<file path="src/rtl/rc4_stream_cipher_assert.svh">
// Assertion macros for the RC4 cipher block (clock clk, reset rst_n).
`ifndef RC4_STREAM_CIPHER_ASSERT_SVH
`define RC4_STREAM_CIPHER_ASSERT_SVH
`ifndef ASSERT_OFF
`define RC4_ASSERT_IMP(lbl, ant, cons) \
  lbl: assert property (@(posedge clk) disable iff (!rst_n) (ant) |-> (cons)) \
    else $error("rc4 assertion failed");
`define RC4_ASSERT_NEXT(lbl, ant, cons) \
  lbl: assert property (@(posedge clk) disable iff (!rst_n) (ant) |=> (cons)) \
    else $error("rc4 assertion failed");
`else
`define RC4_ASSERT_IMP(lbl, ant, cons)
`define RC4_ASSERT_NEXT(lbl, ant, cons)
`endif
`endif

</file>
<file path="src/rtl/rc4_pkg.sv">
// Shared types and constants for the RC4 cipher block.
package rc4_pkg;
  localparam int BYTE_W            = 8;
  localparam int TABLE_DEPTH       = 256;
  localparam int MAX_KEY_BYTES_DEF = 256;

  typedef logic [BYTE_W-1:0] byte_t;

  localparam logic KIND_KEY  = 1'b0;
  localparam logic KIND_DATA = 1'b1;
endpackage

</file>
<file path="src/rtl/rc4_stream_cipher.sv">
// RC4 cipher: a data item runs through the S_KS_J, S_KS_SWAP and S_KS_OUT states to out_valid,
// the read i / read j / swap sequence on the single-write-port state RAM; a new item is taken
// only in idle or as the last result is produced. A key byte that is not the last leaves the
// block in idle. Last key byte: table fill, then key schedule (S_SCH_RD, S_SCH_J, S_SCH_WN,
// S_SCH_WJ per swap pass), no items accepted meanwhile. Reset (sync, rst_n low): i=1, j=0,
// key count 0, then an identity fill of the state table before the first item is accepted.
module rc4_stream_cipher import rc4_pkg::*; #(
  parameter int MAX_KEY_BYTES = MAX_KEY_BYTES_DEF
) (
  input  logic  clk,
  input  logic  rst_n,
  input  logic  in_valid,
  output logic  in_stall,
  input  logic  in_kind,
  input  byte_t in_value,
  input  logic  in_last,
  output logic  out_valid,
  input  logic  out_stall,
  output byte_t out_byte,
  output logic  out_last
);
  localparam int KEY_AW = (MAX_KEY_BYTES > 1) ? $clog2(MAX_KEY_BYTES) : 1;
  localparam int KCW    = $clog2(MAX_KEY_BYTES + 1);
  localparam logic [KCW-1:0] KEY_MAX = KCW'(MAX_KEY_BYTES);

  typedef enum logic [3:0] {
    S_FILL, S_IDLE, S_KS_J, S_KS_SWAP, S_KS_OUT,
    S_SCH_RD, S_SCH_J, S_SCH_WN, S_SCH_WJ
  } state_t;

  state_t          state_r;
  byte_t           n_r, i_r, j_r, a_r, b_r, t_r, val_r;
  logic            sched_r, fwd_r, last_r;
  logic [KEY_AW-1:0] k_r;
  logic [KCW-1:0]  key_count_r;
  logic            out_valid_r, out_last_r;
  byte_t           out_byte_r;

  // state table RAM
  logic            pwe;
  byte_t           pwaddr, pwdata, praddr, prdata;
  // key store RAM
  logic            kwe;
  byte_t           krdata;

  logic            out_free, in_acc, key_room, sched_done;
  byte_t           i_next, a_cur, kb, j_sch, ks;
  logic [KCW-1:0]  key_count_upd, k_inc;
  state_t          acc_state;

  assign out_free = !out_valid_r || !out_stall;
  assign in_stall = !((state_r == S_IDLE) || (state_r == S_KS_OUT && out_free));
  assign in_acc   = in_valid && !in_stall;
  assign i_next   = i_r + 8'd1;
  assign a_cur    = fwd_r ? a_r : prdata;
  assign kb       = (key_count_r != '0) ? krdata : '0;
  assign j_sch    = j_r + kb + prdata;
  assign key_room = key_count_r < KEY_MAX;
  assign kwe      = in_acc && in_kind == KIND_KEY && key_room;
  assign key_count_upd = kwe ? key_count_r + KCW'(1) : key_count_r;
  assign k_inc    = KCW'(k_r) + KCW'(1);
  assign sched_done = (state_r == S_SCH_WJ) && (n_r == 8'hff);
  // where an accepted item sends the sequencer
  assign acc_state = (in_kind == KIND_DATA) ? S_KS_J : (in_last ? S_FILL : S_IDLE);

  // keystream byte: S[j] = a and S[i] = b may not have reached the read data yet
  assign ks = (t_r == j_r) ? a_r : ((t_r == i_r) ? b_r : prdata);

  always_comb begin
    pwe    = 1'b0;
    pwaddr = n_r;
    pwdata = n_r;
    praddr = i_r;
    case (state_r)
      S_FILL: begin
        pwe = 1'b1;
      end
      S_IDLE: begin
        praddr = i_r;
      end
      S_KS_J: begin
        praddr = j_r + a_cur;
      end
      S_KS_SWAP: begin
        pwe    = 1'b1;
        pwaddr = i_r;
        pwdata = prdata;
        praddr = a_r + prdata;
      end
      S_KS_OUT: begin
        pwe    = 1'b1;
        pwaddr = j_r;
        pwdata = a_r;
        praddr = out_free ? i_next : t_r;
      end
      S_SCH_RD: begin
        praddr = n_r;
      end
      S_SCH_J: begin
        praddr = j_sch;
      end
      S_SCH_WN: begin
        pwe    = 1'b1;
        pwaddr = n_r;
        pwdata = prdata;
      end
      S_SCH_WJ: begin
        pwe    = 1'b1;
        pwaddr = j_r;
        pwdata = a_r;
      end
      default: begin
        pwe = 1'b0;
      end
    endcase
  end

  rc4_ram #(.WIDTH(BYTE_W), .DEPTH(TABLE_DEPTH)) u_perm_ram (
    .clk   (clk),
    .we    (pwe),
    .waddr (pwaddr),
    .wdata (pwdata),
    .raddr (praddr),
    .rdata (prdata)
  );

  rc4_ram #(.WIDTH(BYTE_W), .DEPTH(MAX_KEY_BYTES)) u_key_ram (
    .clk   (clk),
    .we    (kwe),
    .waddr (key_count_r[KEY_AW-1:0]),
    .wdata (in_value),
    .raddr (k_r),
    .rdata (krdata)
  );

  always_ff @(posedge clk) begin
    if (!rst_n) begin
      state_r     <= S_FILL;
      n_r         <= '0;
      sched_r     <= 1'b0;
      i_r         <= 8'd1;
      j_r         <= '0;
      k_r         <= '0;
      key_count_r <= '0;
      fwd_r       <= 1'b0;
      out_valid_r <= 1'b0;
    end else begin
      if (state_r == S_KS_OUT && out_free) begin
        out_valid_r <= 1'b1;
      end else if (!out_stall) begin
        out_valid_r <= 1'b0;
      end
      case (state_r)
        S_FILL: begin
          n_r <= n_r + 8'd1;
          if (n_r == 8'hff) begin
            if (sched_r) begin
              state_r <= S_SCH_RD;
              j_r     <= '0;
              k_r     <= '0;
            end else begin
              state_r <= S_IDLE;
            end
          end
        end
        S_IDLE: begin
          if (in_acc) begin
            state_r <= acc_state;
          end
        end
        S_KS_J: begin
          a_r     <= a_cur;
          j_r     <= j_r + a_cur;
          state_r <= S_KS_SWAP;
        end
        S_KS_SWAP: begin
          b_r     <= prdata;
          t_r     <= a_r + prdata;
          state_r <= S_KS_OUT;
        end
        S_KS_OUT: begin
          if (out_free) begin
            out_byte_r  <= val_r ^ ks;
            out_last_r  <= last_r;
            i_r         <= i_next;
            state_r     <= in_acc ? acc_state : S_IDLE;
          end
        end
        S_SCH_RD: begin
          state_r <= S_SCH_J;
        end
        S_SCH_J: begin
          a_r     <= prdata;
          j_r     <= j_sch;
          state_r <= S_SCH_WN;
        end
        S_SCH_WN: begin
          state_r <= S_SCH_WJ;
        end
        S_SCH_WJ: begin
          n_r <= n_r + 8'd1;
          if (k_inc >= key_count_r) begin
            k_r <= '0;
          end else begin
            k_r <= k_inc[KEY_AW-1:0];
          end
          if (n_r == 8'hff) begin
            state_r     <= S_IDLE;
            i_r         <= 8'd1;
            j_r         <= '0;
            key_count_r <= '0;
            sched_r     <= 1'b0;
          end else begin
            state_r <= S_SCH_RD;
          end
        end
        default: begin
          state_r <= S_IDLE;
        end
      endcase

      // new item, taken in idle or alongside a finishing result
      if (in_acc) begin
        if (in_kind == KIND_DATA) begin
          val_r   <= in_value;
          last_r  <= in_last;
          fwd_r   <= (state_r == S_KS_OUT) && (i_next == j_r);
        end else begin
          key_count_r <= key_count_upd;
          if (in_last) begin
            sched_r <= 1'b1;
            n_r     <= '0;
          end
        end
      end
    end
  end

  assign out_valid = out_valid_r;
  assign out_byte  = out_byte_r;
  assign out_last  = out_last_r;

`include "rc4_stream_cipher_assert.svh"

  `RC4_ASSERT_NEXT(a_result_loaded, (state_r == S_KS_OUT && out_free), out_valid)
  `RC4_ASSERT_IMP(a_key_count_bound, 1'b1, (key_count_r <= KEY_MAX))
  `RC4_ASSERT_NEXT(a_sched_end_state, sched_done, (i_r == 8'd1 && j_r == '0 && key_count_r == '0))
endmodule

</file>
<file path="src/rtl/rc4_ram.sv">
// Generic simple dual-port RAM: one write port, one registered read port.
module rc4_ram #(
  parameter int WIDTH = 8,
  parameter int DEPTH = 256,
  localparam int AW = (DEPTH > 1) ? $clog2(DEPTH) : 1
) (
  input  logic                 clk,
  input  logic                 we,
  input  logic [AW-1:0]        waddr,
  input  logic [WIDTH-1:0]     wdata,
  input  logic [AW-1:0]        raddr,
  output logic [WIDTH-1:0]     rdata
);
  logic [WIDTH-1:0] mem [DEPTH];

  // read returns the old contents on a same-address write
  always_ff @(posedge clk) begin
    if (we) begin
      mem[waddr] <= wdata;
    end
    rdata <= mem[raddr];
  end
endmodule
</file>
<file path="config.mk">
export PLATFORM = sky130hd
export DESIGN_NAME = rc4_stream_cipher
export DESIGN_NICKNAME = d
export VERILOG_FILES = /design/src/rtl/rc4_pkg.sv /design/src/rtl/rc4_stream_cipher.sv /design/src/rtl/rc4_ram.sv
export VERILOG_INCLUDE_DIRS = /design/src /design/src/rtl
export SDC_FILE = /design/constraint.sdc
export NUM_CORES = 2
export LEC_CHECK = 0
export BUFFER_PORTS_ARGS = -buffer_cell sky130_fd_sc_hd__buf_2
export CORE_MARGIN = 1.5
export CORE_UTILIZATION = 30
export CTS_CLUSTER_SIZE = 24
export DETAILED_ROUTE_END_ITERATION = 7
export SETUP_SLACK_MARGIN = 0.4
export SYNTH_ARGS = -nofsm -noshare
export SYNTH_HDL_FRONTEND = slang
export SYNTH_HIERARCHICAL = 1
export SYNTH_SLANG_ARGS = --single-unit
export TNS_END_PERCENT = 20
</file>
<file path="constraint.sdc">
create_clock -name clk -period 5.3 [get_ports clk]
set_clock_uncertainty 0.2 [all_clocks]
set_input_delay 1.59 -clock clk [delete_from_list [all_inputs] [get_ports clk]]
set_output_delay 1.59 -clock clk [all_outputs]
set_load 0.1 [all_outputs]
</file>
* Word-level counts from Yosys, hierarchy flattened *
Memory sizes are Yosys's and may differ from the RTL's. A register that Yosys moved wholly into a read port is not among the register bits.
Index checks and enable logic that the tools add are counted.

word-level totals
  bits in registers = 90
  RAM bits = 4096
  input port bits = 14
  logic and storage cells = 126
  memories = 2

cells by class
  $add $sub $neg = 8
  $lt $le $gt $ge = 2
  equal/unequal tests = 19
  muxes and demuxes = 48
  bitwise logic cells = 2
  reductions and logical operators = 29

memory list
  memory          depth  bits a word  read ports  clocked after memory_dff  wr ports  line           RTL
  u_key_ram.mem   256    8            1           1                         1         rc4_ram.sv:14  logic [WIDTH-1:0] mem [DEPTH];
  u_perm_ram.mem  256    8            1           1                         1         rc4_ram.sv:14

operator list
  cell                                                                   number
  8-bit 2-to-1 mux                                                       15
  8-bit one-hot mux with 2 select lines                                  5
  9-bit 2-to-1 mux                                                       5
  8-bit one-hot mux with 5 select lines                                  1
  4-bit one-hot mux with 9 select lines                                  1
  8-bit adder                                                            4
  8-bit one-hot mux with 4 select lines                                  1
  8-bit equality test                                                    3
  8-bit by 1-bit adder with 8-bit output, second input constant          2
  4-bit by 3-bit equality test with 1-bit output, second input constant  4
  3-bit AND reduction                                                    5
  1-bit 2-to-1 mux                                                       13
  4-bit 2-to-1 mux                                                       3
  8-bit by 1-bit adder with 9-bit output, second input constant          1
  9-bit by 1-bit adder with 9-bit output, second input constant          1
  9-bit greater-or-equal comparator                                      1
  9-bit less-than comparator, second input constant                      1
  9-bit nonzero test                                                     1
  4-bit by 2-bit equality test with 1-bit output, second input constant  2
  8-bit equality test, second input constant                             1
  2-bit != test, second input constant                                   4
  8-bit XOR                                                              1
  3-bit 2-to-1 mux                                                       2
  2-bit AND reduction                                                    3
  other kinds (15)                                                       28

* Longest topological paths before layout *
  depth after elaboration = 10
  mapped depth = 22
  mapped depth without buffers = 20

* Hierarchy *
The synthesis kept the hierarchy.

modules (own cells, without submodules)
  module             instances  cells each  area each (um2)
  rc4_ram            2          3733        79556.3
  rc4_stream_cipher  1          714         6339.8

* Least setup slack after synthesis *
OpenSTA, ideal clock, no wires.

  kind = flip-flop to flip-flop
  start point = register state_r[1]
  end point = memory u_perm_ram.mem[0][0], data pin
  setup time = 0.820 ns
  arrival time = 4.674 ns
  required time = 4.280 ns
  path slack = -0.395 ns
  cell stages (with the launch flop) = 8
  buffers on the path = 3
  clock period less this slack = 5.695 ns
  cell sequence = dfxtp_1 > buf_2 > or4_4 > buf_6 > nand2_1 > clkbuf_1 > a22oi_1 > nand2_1

between the ends
  cells in the longest elaborated chain, start to end = 3
  elaborated cells on any way between the ends = 7

RTL lines
  item                                         line                      RTL
  start: declaration                           rc4_stream_cipher.sv:31   state_t state_r;
  start signal: assignment                     rc4_stream_cipher.sv:168  state_r <= acc_state;
  start signal: assignment                     rc4_stream_cipher.sv:186  state_r <= in_acc ? acc_state : S_IDLE;
  4-bit equality test (tied with other cells)  rc4_stream_cipher.sv:74   case (state_r)
  2-bit OR reduction (no source line)          --
  8-bit one-hot mux with 2 select lines (*)    rc4_stream_cipher.sv:74
  net pwdata[0]                                rc4_stream_cipher.sv:41   byte_t pwaddr, pwdata, praddr, prdata;
  end: declaration                             rc4_ram.sv:14

The timed path passes the listed nets; every way through them passes the cells marked *.

* Worst setup path in the final report *
  start point = register key_count_r[7]
  end point = register u_perm_ram.rdata[7], read port of u_perm_ram.mem

between the ends
  cells in the longest elaborated chain, start to end = 5

RTL lines
  item                                   line                      RTL
  start: declaration                     rc4_stream_cipher.sv:35   logic [KCW-1:0] key_count_r;
  start signal: assignment               rc4_stream_cipher.sv:229  key_count_r <= key_count_upd;
  9-bit nonzero test                     rc4_stream_cipher.sv:56   assign kb = (key_count_r != '0) ? krdata : '0;
  8-bit 2-to-1 mux                       rc4_stream_cipher.sv:56
  8-bit adder (2 in a row)               rc4_stream_cipher.sv:57   assign j_sch = j_r + kb + prdata;
  8-bit one-hot mux with 5 select lines  rc4_stream_cipher.sv:74
  net praddr[2]                          rc4_stream_cipher.sv:41
  end: declaration                       rc4_ram.sv:12             output logic [WIDTH-1:0] rdata

The timed path passes the listed nets, and every way through them passes these cells.
A chain may end at the register's enable or synchronous reset.

==> out/metrics.yaml <==
crit_path_start_kind: "flop"
synth_fp_nets: 8238
portBuffers: 24
async_flop_share: 0
min_period_ns: 5.32
reg.largest.list: "u_key_ram/mem (2048), u_perm_ram/mem (2048), key_count_r (9)"
ys_top_cells_by_area: "edfxtp_1, mux4_2, mux2i_1"
cts_tree: "done"
setup_violations: 2
grt_pass1_vias: 87000
place_congestion: 0.916
ios: 25
ir_drop_mv: 0.282
worst_pin_slew_ns: 1.28
die_w_um: 746
path_delay_family: "simple AND/OR/NAND/NOR gates"
cts_root_buf: "clkbuf_16"
ys_seq_area_frac: 0.759
p_leak_nw: 60.6
syn_inst: 8180
rrSetupSlack_ns: -0.02
critPathSlowestCell: "fa_2"
critPathKind: "flop to flop"
overflow: 0
drt_iter0_drc: 10700
drive_above_1_share: 0.276
end_kind: "flop"
worst-path-buf-inv: 7
synthFlopType: "edfxtp_1"
status: "complete, but fails checks"
max-cap-violations: 0
syn_area_um2: 165000
totalWireLength_mm: 437
clk_pin_slew_ns: 0.07
hp-class: "flop to flop"
synth_warnings: 6
synth.top_cell.area_share: 0.751
cts_sinks: 4202
yosys-top-cells-count: "edfxtp_1, mux4_2, nor2_1"
vias_per_cell: 5.18
cts.path.max_buffers: 4
n_fill_cell: 50200
synth.distinct_cells: 82
place_area_um2: 179000
power_density_nw_per_um2: 340
nets: 9070
drt.antenna.violating_nets: 0
core_um2: 549000
fmax_mhz: 188
crit_required_ns: 5.97
min_period_over_period: 1.00
htree_levels: 5
initial_core_util: 0.301
synth.largest_area_cell: "edfxtp_1"
antenna_found_initial: 19
dpl.hpwl_mm: 281
slew_headroom: 0.150
drv_slew: 0
ys_seq_elements: 4202
avgRoutedWirePerCell_um: 26.3
fin_setup_tns_ns: -0.0237
synth_most_common_cell: "edfxtp_1"
rows: 272
holdWs_ns: 0.299
grt_pass1_wl_mm: 628
drc: 0
hold_viol: 0
crit_top_cell: "buf_4"
final_area_um2: 194000
critPathArrivalTime_ns: 5.99
slowest_delay_ns: 0.51
grt_max_degree: 143
clock_latency_ns: 1.00
die_h_um: 746
syn-mean-instance-area_um2: 20.2
violations: "setup timing"
grt_use_total: 0.152
synth_edf_count: 4138
area.growth.synth_to_final_pct: 17.1
cp_cell_sequence: "nor4_4 -> buf_4 -> nand4_1 -> buf_4 -> and2_4 -> fa_1 -> ha_2 -> inv_1 -> fa_2 -> nand2_1 -> o211ai_1 -> nand3_4 -> buf_12 -> buf_12 -> buf_4 -> mux4_2 -> a211oi_1 -> nor3_2 -> nor4_4 -> buf_4 -> nor4_2"
dieArea_um2: 556000
routed-via-count: 86100
fin_ws_ns: -0.0157
cp_max_fo: 23
rsz0062_at_grt: "true"
numCtsBuffers: 404
dr.pass1.iters: 7
[cell type report]
cell class / instances / area (µm²) / share of cell area
antenna: 14 / 35.0 / 0.000181
clock buffer: 493 / 10600 / 0.0545
clock inverter: 255 / 2610 / 0.0134
inverter: 24 / 90.1 / 0.000465
multi-input combinational: 3452 / 37600 / 0.194
sequential: 4202 / 126000 / 0.648
tap: 7261 / 9080 / 0.0469
timing repair buffer: 928 / 8320 / 0.0429
[power breakdown]
part	internal (mW)	switching (mW)	total (mW)	leakage, nW
clock network	16.3	12.5	28.8	6.39
registers	36.4	0.0301	36.4	38.2
logic	0.133	0.656	0.789	16.1
total	52.8	13.2	66.0	60.6
[timing repair]
| item | in CTS | in global routing |
|---|---|---|
| resized for setup | 117 | 31 |
| hold buffers | 0 | 0 |
| setup endpoints to repair | 8 | 12 |
| buffers inserted | 25 | 8 |
| pin swaps | 41 | 9 |
| gates cloned | 3 | 3 |
[cells by family (layout without fill, tap and decap cells)]
logic type                 Yosys count  count (layout)  synth area share
AOI/OAI and AO/OA                  932             932            0.0393
xor gates and xnor gates            65              65           0.00344
adders and majority gates           44              44           0.00378
buffers and inverters              526            1700            0.0190
DFF                               4202            4202             0.759
muxes                             1217            1217             0.143
other                                0              14                 0
and+or+nand+nor                   1194            1194            0.0328
[cells in the final DEF, fill, tap and decap left out, types with 91 or more instances in the layout]
master / n
o221ai_1: 91
nor2_1: 623
a21oi_1: 233
buf_4: 797
a22oi_1: 274
nand2_1: 144
mux4_2: 908
clkinv_1: 104
clkbuf_16: 410
edfxtp_1: 4138
mux2i_1: 281
[tightest hold or removal path: cells and delay by family (launching register included)]
kind	cells	cell delay, ns
AOI/OAI and AO/OA	1	0.05
and+or+nand+nor	1	0.06
DFF	1	0.34
[path summary, 6_finish.rpt]
kind         cells past startpoint            from                   to
min reg2reg                      2         sched_r              sched_r
max                             21  key_count_r[7]  u_perm_ram/rdata[7]
min                              2         sched_r              sched_r
max reg2reg                     21  key_count_r[7]  u_perm_ram/rdata[7]
[metrics by stage]
| step | std cells | worst slack, ns | power [mW] | util |
|---|---|---|---|---|
| 2_1_floorplan | 8180 | -0.121 | 37.4 | - |
| 3_3_place_gp | 15800 | -0.681 | 37.9 | 0.327 |
| 3_5_place_dp | 15800 | -0.655 | 37.9 | 0.327 |
| 4_1_cts | 16600 | 0.103 | 66.5 | 0.353 |
| 5_1_grt | 16600 | -0.131 | 67.7 | 0.353 |
| 6_report | 16600 | -0.0157 | 66.0 | 0.353 |
[layer usage]
metal	routed length, µm	vias up	track usage
met3	37500	732	0.0277
met4	15100	6	0.0474
li1	-	35700	-
met2	208000	3901	0.247
met1	176000	45700	0.206
met5	39	-	0
Power figures use the tool's default switching activity.
